[src/sv/wrd_pkg.sv]
// Shared types and constants of the waveform record decoder.
package wrd_pkg;

  localparam int STRIDE_BITS_DEF = 12;
  localparam int DATA_W          = 8;
  localparam int RAW_W           = 17;
  localparam int INDEX_W         = 16;
  localparam int SCALE_W         = 32;
  localparam int OFFSET_W        = 25;
  localparam int SUM_W           = 26;
  localparam int PROD_W          = SUM_W + SCALE_W;
  localparam int VALUE_W         = 57;
  localparam int CFG_DATA_W      = 32;
  localparam int CFG_IDX_W       = 3;
  localparam int QUEUE_DEPTH     = 4;
  localparam int QPTR_W          = $clog2(QUEUE_DEPTH);
  localparam int QCNT_W          = $clog2(QUEUE_DEPTH + 1);

  localparam logic signed [SCALE_W-1:0] SCALE_RESET = SCALE_W'(4294967);

  typedef enum logic [CFG_IDX_W-1:0] {
    REG_TWO_BYTE   = 3'd0,
    REG_SIGNED     = 3'd1,
    REG_LITTLE_END = 3'd2,
    REG_KEEP_EVERY = 3'd3,
    REG_SCALE      = 3'd4,
    REG_OFFSET     = 3'd5
  } cfg_reg_t;

  typedef struct packed {
    logic two_byte_records;
    logic records_signed;
    logic little_endian;
  } fmt_cfg_t;

  typedef struct packed {
    logic signed [SCALE_W-1:0]  scale_factor;
    logic signed [OFFSET_W-1:0] level_offset;
  } scale_cfg_t;

  typedef struct packed {
    logic signed [RAW_W-1:0] raw;
    logic [INDEX_W-1:0]      index;
  } kept_rec_t;

endpackage

[src/sv/wrd_if.sv]
// Valid/ready channel interfaces for raw bytes and decoded samples.
interface wrd_in_if
  import wrd_pkg::*;
  ();
  logic              valid;
  logic              ready;
  logic [DATA_W-1:0] data_byte;
  logic              block_start;

  modport source (output valid, output data_byte, output block_start, input ready);
  modport sink (input valid, input data_byte, input block_start, output ready);
endinterface

interface wrd_out_if
  import wrd_pkg::*;
  ();
  logic                      valid;
  logic                      ready;
  logic signed [VALUE_W-1:0] sample_value;
  logic [INDEX_W-1:0]        sample_index;

  modport source (output valid, output sample_value, output sample_index, input ready);
  modport sink (input valid, input sample_value, input sample_index, output ready);
endinterface

[src/sv/waveform_record_decoder.sv]
// Top level of the waveform record decoder: configuration registers and the two pipeline halves.
// The block takes one raw data byte per clock with no gaps while the output is drained. A kept
// sample passes from the byte that completes its record through the record queue, the offset
// add register and the 26 by 32 bit multiplier register, with saturation on the way into the
// output register. When the output stalls, the three pipeline stages and the four-entry queue
// fill before the byte input stops. Registers take effect at once and are to be written only
// while the block is idle.
module waveform_record_decoder
  import wrd_pkg::*;
#(
  parameter int STRIDE_BITS = STRIDE_BITS_DEF
) (
  input  logic                  clk,
  input  logic                  rst_n,
  input  logic                  cfg_we,
  input  logic [CFG_IDX_W-1:0]  cfg_index,
  input  logic [CFG_DATA_W-1:0] cfg_data,
  wrd_in_if.sink                in_chan,
  wrd_out_if.source             out_chan
);

  fmt_cfg_t               fmt_r;
  logic [STRIDE_BITS-1:0] keep_every_r;
  scale_cfg_t             scl_r;

  logic      push_valid;
  logic      push_ready;
  kept_rec_t push_rec;
  logic      pop_valid;
  logic      pop_ready;
  kept_rec_t pop_rec;

  always_ff @(posedge clk) begin
    if (!rst_n) begin
      fmt_r.two_byte_records <= 1'b0;
      fmt_r.records_signed   <= 1'b1;
      fmt_r.little_endian    <= 1'b0;
      keep_every_r           <= STRIDE_BITS'(1);
      scl_r.scale_factor     <= SCALE_RESET;
      scl_r.level_offset     <= '0;
    end else if (cfg_we) begin
      unique case (cfg_index)
        REG_TWO_BYTE:   fmt_r.two_byte_records <= cfg_data[0];
        REG_SIGNED:     fmt_r.records_signed   <= cfg_data[0];
        REG_LITTLE_END: fmt_r.little_endian    <= cfg_data[0];
        REG_KEEP_EVERY: keep_every_r           <= cfg_data[STRIDE_BITS-1:0];
        REG_SCALE:      scl_r.scale_factor     <= cfg_data[SCALE_W-1:0];
        REG_OFFSET:     scl_r.level_offset     <= cfg_data[OFFSET_W-1:0];
        default: begin
        end
      endcase
    end
  end

  wrd_front #(
    .STRIDE_BITS(STRIDE_BITS)
  ) u_front (
    .clk            (clk),
    .rst_n          (rst_n),
    .fmt            (fmt_r),
    .keep_every     (keep_every_r),
    .in_valid       (in_chan.valid),
    .in_ready       (in_chan.ready),
    .in_data_byte   (in_chan.data_byte),
    .in_block_start (in_chan.block_start),
    .push_valid     (push_valid),
    .push_ready     (push_ready),
    .push_rec       (push_rec)
  );

  wrd_queue u_queue (
    .clk        (clk),
    .rst_n      (rst_n),
    .push_valid (push_valid),
    .push_ready (push_ready),
    .push_rec   (push_rec),
    .pop_valid  (pop_valid),
    .pop_ready  (pop_ready),
    .pop_rec    (pop_rec)
  );

  wrd_back u_back (
    .clk       (clk),
    .rst_n     (rst_n),
    .scl       (scl_r),
    .pop_valid (pop_valid),
    .pop_ready (pop_ready),
    .pop_rec   (pop_rec),
    .out_chan  (out_chan)
  );

endmodule

[src/sv/wrd_front.sv]
// Front end: assembles records from bytes and picks the records to keep.
module wrd_front
  import wrd_pkg::*;
#(
  parameter int STRIDE_BITS = STRIDE_BITS_DEF
) (
  input  logic                   clk,
  input  logic                   rst_n,
  input  fmt_cfg_t               fmt,
  input  logic [STRIDE_BITS-1:0] keep_every,
  input  logic                   in_valid,
  output logic                   in_ready,
  input  logic [DATA_W-1:0]      in_data_byte,
  input  logic                   in_block_start,
  output logic                   push_valid,
  input  logic                   push_ready,
  output kept_rec_t              push_rec
);

  logic [DATA_W-1:0]      held_r;
  logic                   phase_r;
  logic [STRIDE_BITS-1:0] stride_r;
  logic [INDEX_W-1:0]     kept_r;

  logic                   acc;
  logic                   phase_e;
  logic [STRIDE_BITS-1:0] stride_e;
  logic [INDEX_W-1:0]     kept_e;
  logic                   record;
  logic                   keep;
  logic [15:0]            word;
  logic signed [RAW_W-1:0] raw;
  logic [STRIDE_BITS-1:0] stride_inc;
  logic [STRIDE_BITS-1:0] stride_lim;
  logic [STRIDE_BITS-1:0] stride_nxt;
  logic [INDEX_W-1:0]     kept_nxt;
  logic                   phase_nxt;

  assign in_ready = push_ready;
  assign acc      = in_valid && in_ready;

  always_comb begin
    phase_e  = in_block_start ? 1'b0 : phase_r;
    stride_e = in_block_start ? '0 : stride_r;
    kept_e   = in_block_start ? '0 : kept_r;
    record   = !fmt.two_byte_records || phase_e;
    word     = fmt.little_endian ? {in_data_byte, held_r} : {held_r, in_data_byte};
    if (fmt.two_byte_records) begin
      raw = fmt.records_signed ? RAW_W'($signed(word)) : $signed({1'b0, word});
    end else begin
      raw = fmt.records_signed ? RAW_W'($signed(in_data_byte))
                               : $signed({9'd0, in_data_byte});
    end
    keep       = (stride_e == '0);
    stride_inc = stride_e + STRIDE_BITS'(1);
    stride_lim = (keep_every == '0) ? STRIDE_BITS'(1) : keep_every;
    phase_nxt  = fmt.two_byte_records && !phase_e;
    if (record) begin
      stride_nxt = (stride_inc >= stride_lim) ? '0 : stride_inc;
      kept_nxt   = keep ? kept_e + INDEX_W'(1) : kept_e;
    end else begin
      stride_nxt = stride_e;
      kept_nxt   = kept_e;
    end
  end

  assign push_valid     = acc && record && keep;
  assign push_rec.raw   = raw;
  assign push_rec.index = kept_e;

  always_ff @(posedge clk) begin
    if (!rst_n) begin
      phase_r  <= 1'b0;
      stride_r <= '0;
      kept_r   <= '0;
      held_r   <= '0;
    end else if (acc) begin
      phase_r  <= phase_nxt;
      stride_r <= stride_nxt;
      kept_r   <= kept_nxt;
      if (phase_nxt) begin
        held_r <= in_data_byte;
      end
    end
  end

`ifndef SYNTHESIS
  a_one_byte_no_phase: assert property (@(posedge clk) disable iff (!rst_n)
    (acc && !fmt.two_byte_records) |=> !phase_r)
    else $error("Byte phase set in one-byte mode.");
  a_start_holds_byte: assert property (@(posedge clk) disable iff (!rst_n)
    (acc && in_block_start && fmt.two_byte_records) |=> phase_r)
    else $error("First byte of a block was not held.");
  a_kept_advances: assert property (@(posedge clk) disable iff (!rst_n)
    push_valid |=> (kept_r == $past(push_rec.index) + INDEX_W'(1)))
    else $error("Kept count did not advance after a kept record.");
`endif

endmodule

[src/sv/wrd_queue.sv]
// Short queue of kept records between the front end and the scaler.
module wrd_queue
  import wrd_pkg::*;
(
  input  logic      clk,
  input  logic      rst_n,
  input  logic      push_valid,
  output logic      push_ready,
  input  kept_rec_t push_rec,
  output logic      pop_valid,
  input  logic      pop_ready,
  output kept_rec_t pop_rec
);

  kept_rec_t         mem_r [QUEUE_DEPTH];
  logic [QPTR_W-1:0] wr_ptr_r;
  logic [QPTR_W-1:0] rd_ptr_r;
  logic [QCNT_W-1:0] count_r;
  logic              do_push;
  logic              do_pop;

  assign push_ready = (count_r != QCNT_W'(QUEUE_DEPTH));
  assign pop_valid  = (count_r != '0);
  assign pop_rec    = mem_r[rd_ptr_r];
  assign do_push    = push_valid && push_ready;
  assign do_pop     = pop_valid && pop_ready;

  always_ff @(posedge clk) begin
    if (!rst_n) begin
      wr_ptr_r <= '0;
      rd_ptr_r <= '0;
      count_r  <= '0;
    end else begin
      if (do_push) begin
        wr_ptr_r <= wr_ptr_r + QPTR_W'(1);
      end
      if (do_pop) begin
        rd_ptr_r <= rd_ptr_r + QPTR_W'(1);
      end
      if (do_push && !do_pop) begin
        count_r <= count_r + QCNT_W'(1);
      end else if (do_pop && !do_push) begin
        count_r <= count_r - QCNT_W'(1);
      end
    end
  end

  always_ff @(posedge clk) begin
    if (do_push) begin
      mem_r[wr_ptr_r] <= push_rec;
    end
  end

`ifndef SYNTHESIS
  a_count_bound: assert property (@(posedge clk) disable iff (!rst_n)
    count_r <= QCNT_W'(QUEUE_DEPTH))
    else $error("Queue count exceeds its depth.");
  a_ptr_gap: assert property (@(posedge clk) disable iff (!rst_n)
    (wr_ptr_r - rd_ptr_r) == QPTR_W'(count_r))
    else $error("Queue pointers disagree with the count.");
  a_pop_drops: assert property (@(posedge clk) disable iff (!rst_n)
    (do_pop && !do_push) |=> (count_r == $past(count_r) - QCNT_W'(1)))
    else $error("Queue count did not drop on a pop.");
`endif

endmodule

[src/sv/wrd_back.sv]
// Back end: offsets, scales and saturates kept records in a stalling pipeline.
module wrd_back
  import wrd_pkg::*;
(
  input  logic       clk,
  input  logic       rst_n,
  input  scale_cfg_t scl,
  input  logic       pop_valid,
  output logic       pop_ready,
  input  kept_rec_t  pop_rec,
  wrd_out_if.source  out_chan
);

  localparam logic signed [VALUE_W-1:0] VAL_MAX = {1'b0, {(VALUE_W-1){1'b1}}};
  localparam logic signed [VALUE_W-1:0] VAL_MIN = {1'b1, {(VALUE_W-1){1'b0}}};

  logic                      s1_v_r;
  logic signed [SUM_W-1:0]   sum_r;
  logic [INDEX_W-1:0]        s1_idx_r;
  logic                      s2_v_r;
  logic signed [PROD_W-1:0]  prod_r;
  logic [INDEX_W-1:0]        s2_idx_r;
  logic                      out_v_r;
  logic signed [VALUE_W-1:0] out_val_r;
  logic [INDEX_W-1:0]        out_idx_r;

  logic                      adv_o;
  logic                      adv_2;
  logic                      adv_1;
  logic signed [SUM_W-1:0]   sum_nxt;
  logic signed [PROD_W-1:0]  prod_nxt;
  logic signed [VALUE_W-1:0] val_nxt;

  assign adv_o     = !out_v_r || out_chan.ready;
  assign adv_2     = !s2_v_r || adv_o;
  assign adv_1     = !s1_v_r || adv_2;
  assign pop_ready = adv_1;

  always_comb begin
    sum_nxt  = SUM_W'($signed({pop_rec.raw, 8'd0})) + SUM_W'(scl.level_offset);
    prod_nxt = sum_r * scl.scale_factor;
    if (prod_r[PROD_W-1] != prod_r[VALUE_W-1]) begin
      val_nxt = prod_r[PROD_W-1] ? VAL_MIN : VAL_MAX;
    end else begin
      val_nxt = prod_r[VALUE_W-1:0];
    end
  end

  always_ff @(posedge clk) begin
    if (!rst_n) begin
      s1_v_r  <= 1'b0;
      s2_v_r  <= 1'b0;
      out_v_r <= 1'b0;
    end else begin
      if (adv_1) begin
        s1_v_r <= pop_valid;
      end
      if (adv_2) begin
        s2_v_r <= s1_v_r;
      end
      if (adv_o) begin
        out_v_r <= s2_v_r;
      end
    end
  end

  always_ff @(posedge clk) begin
    if (adv_1 && pop_valid) begin
      sum_r    <= sum_nxt;
      s1_idx_r <= pop_rec.index;
    end
    if (adv_2 && s1_v_r) begin
      prod_r   <= prod_nxt;
      s2_idx_r <= s1_idx_r;
    end
    if (adv_o && s2_v_r) begin
      out_val_r <= val_nxt;
      out_idx_r <= s2_idx_r;
    end
  end

  assign out_chan.valid        = out_v_r;
  assign out_chan.sample_value = out_val_r;
  assign out_chan.sample_index = out_idx_r;

`ifndef SYNTHESIS
  a_s2_not_lost: assert property (@(posedge clk) disable iff (!rst_n)
    (s2_v_r && !adv_o) |=> s2_v_r)
    else $error("Scaled product lost while the output stalled.");
  a_s1_not_lost: assert property (@(posedge clk) disable iff (!rst_n)
    (s1_v_r && !adv_2) |=> (s1_v_r && $stable(sum_r)))
    else $error("Offset sum changed while the pipeline stalled.");
  a_out_from_s2: assert property (@(posedge clk) disable iff (!rst_n)
    (!out_v_r && !s2_v_r) |=> !out_v_r)
    else $error("Output became valid without a product.");
`endif

endmodule
[src/flat_wrapper.sv]
// flat-port wrapper written by rule: the top's interface ports become plain ports
module waveform_record_decoder_flat import wrd_pkg::*;
#(
  parameter int STRIDE_BITS = STRIDE_BITS_DEF
)
  (clk, rst_n, cfg_we, cfg_index, cfg_data, in_chan_valid, in_chan_data_byte, in_chan_block_start, in_chan_ready, out_chan_valid, out_chan_sample_value, out_chan_sample_index, out_chan_ready);
  wrd_in_if in_chan_i ();
  wrd_out_if out_chan_i ();
  input  logic clk;
  input  logic rst_n;
  input  logic cfg_we;
  input  logic [CFG_IDX_W-1:0] cfg_index;
  input  logic [CFG_DATA_W-1:0] cfg_data;
  input wire logic [$bits(in_chan_i.valid)-1:0] in_chan_valid;
  input wire logic [$bits(in_chan_i.data_byte)-1:0] in_chan_data_byte;
  input wire logic [$bits(in_chan_i.block_start)-1:0] in_chan_block_start;
  output wire logic [$bits(in_chan_i.ready)-1:0] in_chan_ready;
  output wire logic [$bits(out_chan_i.valid)-1:0] out_chan_valid;
  output wire logic [$bits(out_chan_i.sample_value)-1:0] out_chan_sample_value;
  output wire logic [$bits(out_chan_i.sample_index)-1:0] out_chan_sample_index;
  input wire logic [$bits(out_chan_i.ready)-1:0] out_chan_ready;
  assign in_chan_i.valid = in_chan_valid;
  assign in_chan_i.data_byte = in_chan_data_byte;
  assign in_chan_i.block_start = in_chan_block_start;
  assign in_chan_ready = in_chan_i.ready;
  assign out_chan_valid = out_chan_i.valid;
  assign out_chan_sample_value = out_chan_i.sample_value;
  assign out_chan_sample_index = out_chan_i.sample_index;
  assign out_chan_i.ready = out_chan_ready;
  waveform_record_decoder #(.STRIDE_BITS(STRIDE_BITS)) u_core (.clk(clk), .rst_n(rst_n), .cfg_we(cfg_we), .cfg_index(cfg_index), .cfg_data(cfg_data), .in_chan(in_chan_i), .out_chan(out_chan_i));
endmodule
[config.mk]
export PLATFORM = sky130hd
export DESIGN_NAME = waveform_record_decoder_flat
export DESIGN_NICKNAME = d
export VERILOG_FILES = /design/src/sv/wrd_pkg.sv /design/src/sv/wrd_if.sv /design/src/sv/waveform_record_decoder.sv /design/src/sv/wrd_front.sv /design/src/sv/wrd_queue.sv /design/src/sv/wrd_back.sv /design/src/flat_wrapper.sv
export SDC_FILE = /design/constraint.sdc
export NUM_CORES = 2
export LEC_CHECK = 0
export ABC_CLOCK_PERIOD_IN_PS = 13500
export BUFFER_PORTS_ARGS = -buffer_cell sky130_fd_sc_hd__buf_2
export CAP_MARGIN = 20
export CORE_MARGIN = 10
export CORE_UTILIZATION = 60
export CTS_CLUSTER_DIAMETER = 40
export DETAILED_ROUTE_END_ITERATION = 7
export GPL_TIMING_DRIVEN = 1
export PLACE_DENSITY_LB_ADDON = 0.25
export REMOVE_ABC_BUFFERS = 1
export SLEW_MARGIN = 20
export SYNTH_ARGS = -nofsm -noshare
export SYNTH_HDL_FRONTEND = slang
export SYNTH_HIERARCHICAL = 1
export SYNTH_SLANG_ARGS = --single-unit
[constraint.sdc]
create_clock -name clk -period 13.5 [get_ports clk]
set_input_delay 1.35 -clock clk [delete_from_list [all_inputs] [get_ports clk]]
set_output_delay 1.35 -clock clk [all_outputs]
set_load 0.01 [all_outputs]
==> parameters.txt <==
Parameter                              Value

Synthesis
  Basic-gate share of the synthesized area counting and, or, nand and nor cells    0.133
  Sequential share of the synthesized area    0.255
  Number of flops mapped to enable cells by yosys    321
  Area share of the largest cell type after synthesis    0.363
  Adder and majority cell fraction of the synthesized area    0.415
  Post-synth top flop    sky130_fd_sc_hd__edfxtp_1
  Distinct cells, synth    91
  Mapped cell area    0.0472 mm2
  Post-synthesis share of cell area spent on xor and xnor gates    0.0174
  Number of warnings printed during yosys synthesis    6
  Avg Inst Size Synth    10.5 um2
  Flops & latches, synth    442
  Async S/R FF share, synth    0
  Combinational family with the most area after synthesis    adder cells
  Number of cells produced by synthesis    4481
  Synth Area in Compound Gates    0.0494
  Top cells by area, synth    sky130_fd_sc_hd__fa_1 (36%), sky130_fd_sc_hd__edfxtp_1 (20%), sky130_fd_sc_hd__inv_1 (7.4%)
  Area leader, netlist    sky130_fd_sc_hd__fa_1
  Multiplexer share of the synthesized area    0.0359

Timing
  Setup clock skew after layout    0.0306 ns
  Final Hold Viols    0
  Share of the clock period used by the worst path    0.587
  Max Clk Rate    0.126 GHz
  Number of endpoints failing setup at the final stage    0
  Unrepaired setup endpoints after global routing    no
  Final min period    7.92 ns
  Total count of max-transition violations in the final report    0
  Slew at the pin with the worst max-slew slack    1.04 ns
  Setup TNS    0 ns
  Worst relative slew slack    0.308

Die
  Boundary pin count    124
  Standard cell core area    0.0777 mm2
  Die area    0.0903 mm2
  Count of standard-cell rows    102
  Die span in y    301 um
  Starting density of the core    0.608
  Horizontal die dimension    301 um

GRT
  All-layer global routing usage    0.260
  First-pass GRT wire length    186000 um
  Maximum number of pins on one net before global-route repair    76
  Vias in the first global route    33700
  Antenna violations before repair    4
  Total congestion overflow    0

Cells and area
  Fraction of final layout cells with drive strength greater than 1    0.0817
  Sequential cell area in the final layout    0.0121 mm2
  Area Overhead vs Synth    7.69%
  Footprint of the multi-input gates    0.0308 mm2
  Fill cell total of the finished layout    5967
  Layout net count    5631
  Highest-count cells in the layout ignoring fill and taps    sky130_fd_sc_hd__inv_1 (929), sky130_fd_sc_hd__fa_1 (856), sky130_fd_sc_hd__nand2_1 (626)
  Most frequent standard cell in the layout excluding fill and tap cells    sky130_fd_sc_hd__inv_1

Worst setup path
  Critical path type    register to register
  Crit start category    register
  Data required time at the worst endpoint    13.95 ns
  CP Capture Type    register
  Maximum fanout along the worst path    27
  Endpoint arrival time on the critical path    8.37 ns

Routing
  Total number of vias    31200
  Residual DRC    0
  Detailed-route wire length per cell    20.3 um
  Post-DR vias/cell    5.56
  Post-route ant nets    0
  Number of DRC violations after detailed-routing iteration 0    2244
  Final wirelength    114000 um
  Drt pass-1 iters    6

Worst hold path
  Type of the tightest min-delay check    register to register

Clock tree
  Total CTS buffers    60
  Clock insertion delay at the later pin of the skew report    0.64 ns
  Post CTS Setup Buffer Count    0
  TritonCTS clock tree    yes
  Buffer depth of the longest clock path    3
  Resized cells post-CTS    0
  TritonCTS sink count    442
  Clock slew at the register clock pins of the worst setup and hold paths    0.06 ns
  Clock H-tree levels    2
  Number of hold buffers added after cts    0
  Root Buffer Master    sky130_fd_sc_hd__clkbuf_16

Outcome
  Result of the run    complete, no violations

Placement
  Port buffer count    123
  Last weighted congestion value of the routability-driven placer    0.927
  Half-perimeter wire length after placement    85300 um

Flow run
  Max-cap viol count    0
-- cell usage after synthesis, drive strengths merged, types with 12 or more instances --
cell and instances:
ha 197, o21ai 54, nor2b 50, buf 35
a31oi 12, nor3 20, a21o 81, edfxtp 321
o21bai 14, nand2b 14, and3 12, fa 856
a21boi 12, inv 929, mux4 33, xor2 29
mux2i 83, xnor2 65, nand3 29, nand2 627
nor4 18, and2 375, dfxtp 121, nor2 103
clkbuf 177, a21oi 93
-- worst max-delay path, stage by stage (launching register included) --
cell and delay (ns):
sky130_fd_sc_hd__edfxtp_1 0.46, sky130_fd_sc_hd__clkinv_1 0.81, sky130_fd_sc_hd__nor2_1 0.39, sky130_fd_sc_hd__fa_1 0.48, sky130_fd_sc_hd__fa_1 0.52, sky130_fd_sc_hd__fa_1 0.42
sky130_fd_sc_hd__fa_1 0.51, sky130_fd_sc_hd__fa_1 0.43, sky130_fd_sc_hd__fa_1 0.49, sky130_fd_sc_hd__inv_1 0.05, sky130_fd_sc_hd__fa_1 0.47, sky130_fd_sc_hd__inv_1 0.04
sky130_fd_sc_hd__ha_1 0.35, sky130_fd_sc_hd__a21oi_1 0.28, sky130_fd_sc_hd__o211ai_1 0.15, sky130_fd_sc_hd__nand2_1 0.09, sky130_fd_sc_hd__nand3_1 0.14, sky130_fd_sc_hd__or3_1 0.41
sky130_fd_sc_hd__o21ai_2 0.24, sky130_fd_sc_hd__a21oi_1 0.16, sky130_fd_sc_hd__o21ai_1 0.28, sky130_fd_sc_hd__or4b_1 0.45, sky130_fd_sc_hd__o311ai_1 0.09
-- registers in the layout, summed over array words and instances, names as in the netlist, 12 cells and up, named ones only --
| signal | cells |
|---|---|
| u_core/u_back/sum_r | 26 |
| u_core/u_back/s2_idx_r | 16 |
| u_core/u_front/stride_r | 12 |
| u_core/u_queue/mem_r | 132 |
| u_core/keep_every_r | 12 |
| u_core/u_back/out_chan.sample_index | 16 |
| u_core/u_back/s1_idx_r | 16 |
| u_core/u_back/prod_r | 58 |
| u_core/u_back/out_chan.sample_value | 57 |
| u_core/u_front/kept_r | 16 |
| u_core/scl_r | 57 |
-- routing by layer --
metal / part of all wire / global-route usage
met1: 0.41 / 0.352
met2: 0.46 / 0.414
met3: 0.11 / 0.0727
met4: 0.025 / 0.0653
met5: 0.00041 / 0
-- worst paths after layout --
kind,start,end,slack (ns),cells after the start
worst max-delay path,u_core/u_back/sum_r[25]$_DFFE_PP_,u_core/u_back/prod_r[55]$_DFFE_PP_,5.58,22
worst min-delay path,u_core/u_back/s2_idx_r[15]$_DFFE_PP_,u_core/u_back/out_chan.sample_index[15]$_DFFE_PP_,0.42,0
worst max register to register,u_core/u_back/sum_r[25]$_DFFE_PP_,u_core/u_back/prod_r[55]$_DFFE_PP_,5.58,22
worst min register to register,u_core/u_back/s2_idx_r[15]$_DFFE_PP_,u_core/u_back/out_chan.sample_index[15]$_DFFE_PP_,0.42,0
-- layout make-up --
cell class | count | share of cell area
Multi-Input combinational cell | 2897 | 0.605
Sequential cell | 442 | 0.237
Inverter | 930 | 0.0686
Clock buffer | 68 | 0.0309
Tap cell | 1040 | 0.0256
Timing Repair Buffer | 198 | 0.0235
Clock inverter | 45 | 0.00923
Antenna cell | 2 | 0.0000984
-- metrics by stage --
stage	worst slack [ns]	util	cell area [um2]	hold WS (ns)	std cells
finish	5.58	0.654	50900	0.415	5622
global route	5.24	0.654	50900	0.422	5620
CTS	5.61	0.654	50800	0.418	5619
detailed placement	5.63	0.628	48800	0.406	5506
global placement	5.77	0.628	48800	0.404	5505
floorplan	6.06	-	46300	0.400	4269
-- logic make-up after synthesis --
group                    Yosys count
AO/OA/AOI/OAI                    335
XOR/XNOR                          94
adder cells (fa/ha/maj)         1053
buffers and inverters           1142
flip-flops                       442
multiplexers                     126
AND/OR/NAND/NOR                 1289
Power is left out: the tool's default activity adds up to more than one toggle a clock period on the data nets, which glitch-free logic cannot reach.
